**src/hw/rtl/tua_pkg.sv**
```systemverilog
// Shared types and constants for the tagged unsigned ALU.
// Used by tua_div and tagged_unsigned_alu; no dependencies.
`default_nettype none
package tua_pkg;

   localparam int VALUE_BITS = 32;
   localparam int LO_BITS    = VALUE_BITS / 2;
   localparam int HI_BITS    = VALUE_BITS - LO_BITS;
   // accept edge to the edge that takes the result
   localparam int LATENCY    = VALUE_BITS + 2;

   typedef enum logic [3:0] {
      CMD_ADD = 4'd0,
      CMD_SUB = 4'd1,
      CMD_MUL = 4'd2,
      CMD_DIV = 4'd3,
      CMD_MOD = 4'd4,
      CMD_EQ  = 4'd5,
      CMD_NE  = 4'd6,
      CMD_LT  = 4'd7,
      CMD_GT  = 4'd8,
      CMD_LE  = 4'd9,
      CMD_GE  = 4'd10
   } cmd_type;

   typedef enum logic [1:0] {
      TAG_NUM = 2'd0,
      TAG_INF = 2'd1,
      TAG_NAN = 2'd2
   } tag_type;

   typedef enum logic [1:0] {
      SEL_FIXED = 2'd0,
      SEL_MUL   = 2'd1,
      SEL_QUO   = 2'd2,
      SEL_REM   = 2'd3
   } sel_type;

   typedef struct packed {
      logic [3:0]            command;
      logic [1:0]            a_kind;
      logic [VALUE_BITS-1:0] a_value;
      logic [1:0]            b_kind;
      logic [VALUE_BITS-1:0] b_value;
   } req_type;

   typedef struct packed {
      logic [1:0]            result_kind;
      logic [VALUE_BITS-1:0] result_value;
      logic                  compare_true;
   } rsp_type;

   // result fields that ride alongside the divider stages
   typedef struct packed {
      logic                  valid;
      tag_type               kind;
      logic [VALUE_BITS-1:0] value;
      logic                  cmp;
      sel_type               sel;
      logic [VALUE_BITS-1:0] mul_lo;
      logic [HI_BITS-1:0]    mul_cross;
   } side_type;

endpackage
`default_nettype wire

```
**src/hw/rtl/tua_div.sv**
```systemverilog
// Pipelined restoring divider, one quotient bit per stage.
// Depends on tua_pkg for VALUE_BITS.
`default_nettype none
module tua_div (
   input  wire logic                           clock,
   input  wire logic [tua_pkg::VALUE_BITS-1:0] num,
   input  wire logic [tua_pkg::VALUE_BITS-1:0] den,
   output logic      [tua_pkg::VALUE_BITS-1:0] quo,
   output logic      [tua_pkg::VALUE_BITS-1:0] rem
);
   import tua_pkg::*;

   logic [VALUE_BITS-1:0] rem_ff [VALUE_BITS];
   logic [VALUE_BITS-1:0] quo_ff [VALUE_BITS];
   logic [VALUE_BITS-1:0] den_ff [VALUE_BITS];
   logic [VALUE_BITS-1:0] rem_in [VALUE_BITS];
   logic [VALUE_BITS-1:0] quo_in [VALUE_BITS];
   logic [VALUE_BITS-1:0] den_in [VALUE_BITS];

   always_comb begin
      logic [VALUE_BITS-1:0] r_prev;
      logic [VALUE_BITS-1:0] n_prev;
      logic [VALUE_BITS-1:0] d_prev;
      logic [VALUE_BITS:0]   trial;
      logic [VALUE_BITS:0]   diff;
      logic                  fits;
      for (int s = 0; s < VALUE_BITS; s++) begin
         if (s == 0) begin
            r_prev = '0;
            n_prev = num;
            d_prev = den;
         end else begin
            r_prev = rem_ff[s-1];
            n_prev = quo_ff[s-1];
            d_prev = den_ff[s-1];
         end
         // shift in the next dividend bit, subtract when it fits
         trial = {r_prev, n_prev[VALUE_BITS-1]};
         diff  = trial - {1'b0, d_prev};
         fits  = (trial >= {1'b0, d_prev});
         rem_in[s] = fits ? diff[VALUE_BITS-1:0] : trial[VALUE_BITS-1:0];
         quo_in[s] = {n_prev[VALUE_BITS-2:0], fits};
         den_in[s] = d_prev;
      end
   end

   always_ff @(posedge clock) begin
      for (int s = 0; s < VALUE_BITS; s++) begin
         rem_ff[s] <= rem_in[s];
         quo_ff[s] <= quo_in[s];
         den_ff[s] <= den_in[s];
      end
   end

   assign quo = quo_ff[VALUE_BITS-1];
   assign rem = rem_ff[VALUE_BITS-1];

endmodule
`default_nettype wire

```
**config.mk**
```make
export PLATFORM = sky130hd
export DESIGN_NAME = tua_div
export DESIGN_NICKNAME = d
export VERILOG_FILES = /design/src/hw/rtl/tua_pkg.sv /design/src/hw/rtl/tua_div.sv
export SDC_FILE = /design/constraint.sdc
export NUM_CORES = 2
export LEC_CHECK = 0
export ABC_CLOCK_PERIOD_IN_PS = 3420
export BUFFER_PORTS_ARGS = -buffer_cell sky130_fd_sc_hd__buf_4
export CAP_MARGIN = 30
export CELL_PAD_IN_SITES_DETAIL_PLACEMENT = 0
export CELL_PAD_IN_SITES_GLOBAL_PLACEMENT = 1
export CORE_ASPECT_RATIO = 1.1
export CORE_MARGIN = 2
export CORE_UTILIZATION = 45
export DETAILED_ROUTE_END_ITERATION = 7
export GPL_TIMING_DRIVEN = 0
export HOLD_SLACK_MARGIN = 0.12
export PLACE_DENSITY = 0.74
export SLEW_MARGIN = 20
export SYNTH_ARGS = -nofsm -noshare
export SYNTH_HDL_FRONTEND = slang
export SYNTH_SLANG_ARGS = --single-unit
```
**constraint.sdc**
```tcl
create_clock -name clock -period 3.42 [get_ports clock]
set_clock_uncertainty 0.2 [all_clocks]
set_input_delay 0.171 -clock clock [delete_from_list [all_inputs] [get_ports clock]]
set_output_delay 0.171 -clock clock [all_outputs]
set_load 0.01 [all_outputs]
```
Word level (Yosys, flattened, before mapping)

Memory sizes are Yosys's and may differ from the RTL's.
Cells that the tools add are included.

Bits in registers: 0
Memory bits (writable): 3072
Output and inout bits: 64
Memories kept: 3

Add/sub/neg operators: 32
Order comparisons: 32
Mux-type cells: 32

Memory list:

| memory | words | width | rd ports | clocked after memory_dff | write ports | RTL line      | text |
|---|---|---|---|---|---|---|---|
| den_ff | 32    | 32    | 31       | 0                        | 32          | tua_div.sv:15 | `logic [VALUE_BITS-1:0] den_ff [VALUE_BITS];` |
| quo_ff | 32    | 32    | 32       | 0                        | 32          | tua_div.sv:14 | `logic [VALUE_BITS-1:0] quo_ff [VALUE_BITS];` |
| rem_ff | 32    | 32    | 32       | 0                        | 32          | tua_div.sv:13 | `logic [VALUE_BITS-1:0] rem_ff [VALUE_BITS];` |

Operator list:

| operator                                     | number |
|---|---|
| two-way mux 32 bit                           | 32 |
| greater-or-equal comparator 33 x 32 -> 1 bit | 31 |
| subtractor 32 bit                            | 31 |
| greater-or-equal comparator 1 x 32 -> 1 bit  | 1 |
| subtractor 1 x 32 -> 32 bit                  | 1 |

Logic depth before layout (Yosys ltp)

Depth after elaboration: 2
Depth in mapped cells: 15
Mapped depth without buffers: 13

Worst setup path before layout

Ideal clock, no wire load.

Path kind: reg-to-reg
From: mem den_ff[14][1] (netlist: den_ff[0][449])
To: mem rem_ff[15][4] (netlist: rem_ff[0][484])
Setup time: 121 ps
Data arrival time: 3205 ps
Path slack: -106 ps
Cell stages (with the launch flop): 14
Buffers on the path: 1
Clock period less this slack: 3526 ps
Cells stage by stage: dfxtp_1 inv_1 ha_1 nor2b_1 o31a_1 o211ai_2 a22oi_2 o31a_1 a32o_2 o21ai_2 a21oi_2 a2111oi_4 buf_6 mux2_4

RTL lines:

| item        | RTL line |
|---|---|
| from (decl) | tua_div.sv:15 |
| to (decl)   | tua_div.sv:13 |

==> reports/metrics.cfg <==
[layout]
nNetsFinal = 14860
fin_util_pct = 55.47
layout.cells.non_filler = 17730
fill_cells = 24570
drive_above_1_share_pct = 18.78
area_delta_synth_final_pct = 22.64
final_area_um2 = 154100

[yosys]
ys_types = 99
synth_commonest_cells = 3040 x dfxtp_1, 1259 x inv_1, 1016 x a21oi_1
synth_cells = 12820
ys_seq_area_share_pct = 48.43
synth_nets = 13910
synth.top_cells.by_area = dfxtp_1 48%, ha_1 9.9%, a21oi_1 4.0%
synth_top_flop_cell = dfxtp_1
avgSynthCellArea_um2 = 9.803
ys_ff_latch = 3040
synth_top_area_share_pct = 48.43
async_flop_share_pct = 0
yosysWarnings = 0
yosysMostFrequentCell = dfxtp_1
synth_edf_count = 0
synth_top_area_cell = dfxtp_1
syn_area_um2 = 125700

[power]
internal_power_mw = 70.93
powerDensity_nw_per_um2 = 650.5
power_leakage_nw = 70.81
finalPower_mw = 100.3
comb_power_share_pct = 24.6
clkPwrFrac_pct = 35.1
p_seq_share_pct = 40.2
switching_share_pct = 29.25
p_sw_mw = 29.32
irDropWorstVdd_v = 0.0005097

[critical_path]
r2r-start = den_ff[0][449]
crit_family = compound AO/OA/AOI/OAI gates
reg2reg_to = rem_ff[0][507]
cpMaxStageDelayCell = dfxtp_4
critPathLaunchType = flip-flop
crit_type = reg -> reg
cp.depth = 15
r2r_setup_slack_ns = -0.16
path_cells = inv_4 -> ha_4 -> nor2b_4 -> o31a_1 -> o211ai_2 -> a22oi_2 -> o31a_1 -> a32o_2 -> o21ai_2 -> a21oi_2 -> a2111oi_4 -> buf_6 -> buf_12 -> buf_12 -> mux2_4
cp.required_ns = 3.95
critical_path_buf_inv_count = 4
arrival_ns = 4.11
end_kind = flip-flop
path_max_fanout = 6
rr_worst_depth = 15
slowest_delay_ns = 0.36

[outcome]
status = finished with violations
violations = setup timing

[sta]
tns_ns = -6.867
worst_pin_slew_ns = 0.9444
hold_viol = 0
drv_slew = 0
fin_crit_sh_pct = 104.6
slew_headroom_pct = 36.95
timing.final.ws_setup_ns = -0.1564
rsz0062_at_grt = yes
fin_crit_ns = 3.576
timing.hold.ws_ns = 0.1176
fmax_ghz = 0.2796
setup_viol = 121

[clock_network]
cts_tree = done
clock_latency_ns = 0.90
clkSlewWorstSetupHoldPaths_ns = 0.06
clockBufferDepth = 4
clkSinkCount = 3040
htreeDepth = 5
root_buffer = clkbuf_16
cts_buffers = 314

[grt]
overflow = 0
grt_pass1_wl_mm = 527.7
grt_usage_pct = 23.56
grt_start_max_net_pins = 20
grt_pass1_vias = 92820
antenna_found_initial = 8

[worst_hold_path]
whs_path_depth = 0
hp-class = reg -> reg
min_to = quo_ff[0][275]
min_from = quo_ff[0][242]

[place]
placed_cell_area_um2 = 131300
place_inst = 16640
place.gp.congestion = 0.8866
post-place-ws_ns = -1.377
numPortBuffers = 128
hpwlAfterDp_mm = 263.0

[detailed_routing]
drt-pass1-iter-count = 8
vias = 92800
wl_mm = 346.5
via_per_inst = 5.234
drc = 0
drt-initial-drc-count = 5057
wl_per_cell_um = 19.54
ant_nets = 0

[floorplanning]
io_pins = 129
core_um2 = 277900
die-area_um2 = 283500
row_count = 203
die_h_um = 558.3
start_util_pct = 45.23
die_w_um = 507.9

[job]
timing.max_cap.violations = 0

sequential cells by signal, summed over array words and instances (netlist names):
register,count
den_ff,992
rem_ff,1024
quo_ff,1024
timing repair:
| action | in CTS | in global routing |
|---|---|---|
| pin swaps | 188 | 267 |
| gates cloned | 22 | 8 |
| gates resized for setup | 1119 | 810 |
| endpoints found under the hold margin | 117 | 1 |
| hold buffers | 152 | 1 |
| setup buffers | 229 | 147 |
| setup endpoints to repair | 1018 | 1010 |
power by group through the flow:
| stage | registers (mW) | clock network (mW) | logic [mW] |
|---|---|---|---|
| 3_5_place_dp | 41.1 | 0 | 20.8 |
| 4_1_cts | 40.4 | 36.2 | 23.0 |
| 6_report | 40.3 | 35.2 | 24.7 |
| 2_1_floorplan | 39.9 | 0 | 16.1 |
| 5_1_grt | 40.6 | 37.7 | 27.2 |
| 3_3_place_gp | 41.1 | 0 | 20.7 |
how the worst max path moves through the flow:
stage	to	slack, ns	from
CTS	rem_ff[0][484]	-0.19	den_ff[0][454]
detailed placement	rem_ff[0][318]	-1.38	den_ff[0][261]
global route	rem_ff[0][416]	-0.30	den_ff[0][390]
floorplan	rem_ff[0][217]	0.01	den_ff[0][161]
finish	rem_ff[0][507]	-0.16	den_ff[0][449]
global placement	rem_ff[0][318]	-1.39	den_ff[0][261]
routing by layer:
layer	up-vias	wire [um]	share of wire [%]	GRT usage, %
met5	-	0	0	0
met4	0	11310	3.3	7.708
met3	568	12430	3.6	2.662
met2	1667	175700	51	42.80
met1	44290	147000	42	28.80
li1	46280	-	-	-
area by class of cell:
class                   instances  area (um2)  area share [%]
diodes                         23       57.56         0.03734
plain buffers                 286        2342           1.520
clock buffers                 403        8747           5.675
clock inverters               157        2059           1.336
inverters                    1261        4758           3.087
multi-input cells            8201       64350           41.75
flip-flops and latches       3040       61080           39.63
well taps                    3690        4617           2.996
repair buffers                668        6106           3.962
kinds of logic after synthesis:
kind of cell	synth area share, %
compound gates	16.30
xor+xnor	5.687
fa+ha+maj	10.39
buf+inv	5.014
flops	48.43
mux	4.206
simple gates	9.974
layout by cell type (no fill, tap or decap), types with 114 or more instances in the layout:
cell type	instances
dfxtp_1	2909
inv_1	1236
a21oi_1	887
ha_1	848
nand2_1	785
nor2_1	634
o21ai_0	628
buf_4	506
xnor2_1	480
a21o_1	443
xor2_1	336
clkbuf_16	327
mux2_2	268
nand3_1	195
o21a_1	161
mux2_4	159
dlygate4sd3_1	153
nand4_1	151
nor3_1	141
nor2b_1	118
nand2b_1	117
clkbuf_1	114
worst register-to-register path, stage by stage (launching register included):
cell and delay (ns):
dfxtp_4 0.36, inv_4 0.04, ha_4 0.20, nor2b_4 0.12, o31a_1 0.27, o211ai_2 0.24, a22oi_2 0.10, o31a_1 0.34
a32o_2 0.31, o21ai_2 0.16, a21oi_2 0.08, a2111oi_4 0.23, buf_6 0.24, buf_12 0.13, buf_12 0.12, mux2_4 0.32
No activity file was read; power rests on OpenSTA's default activity.
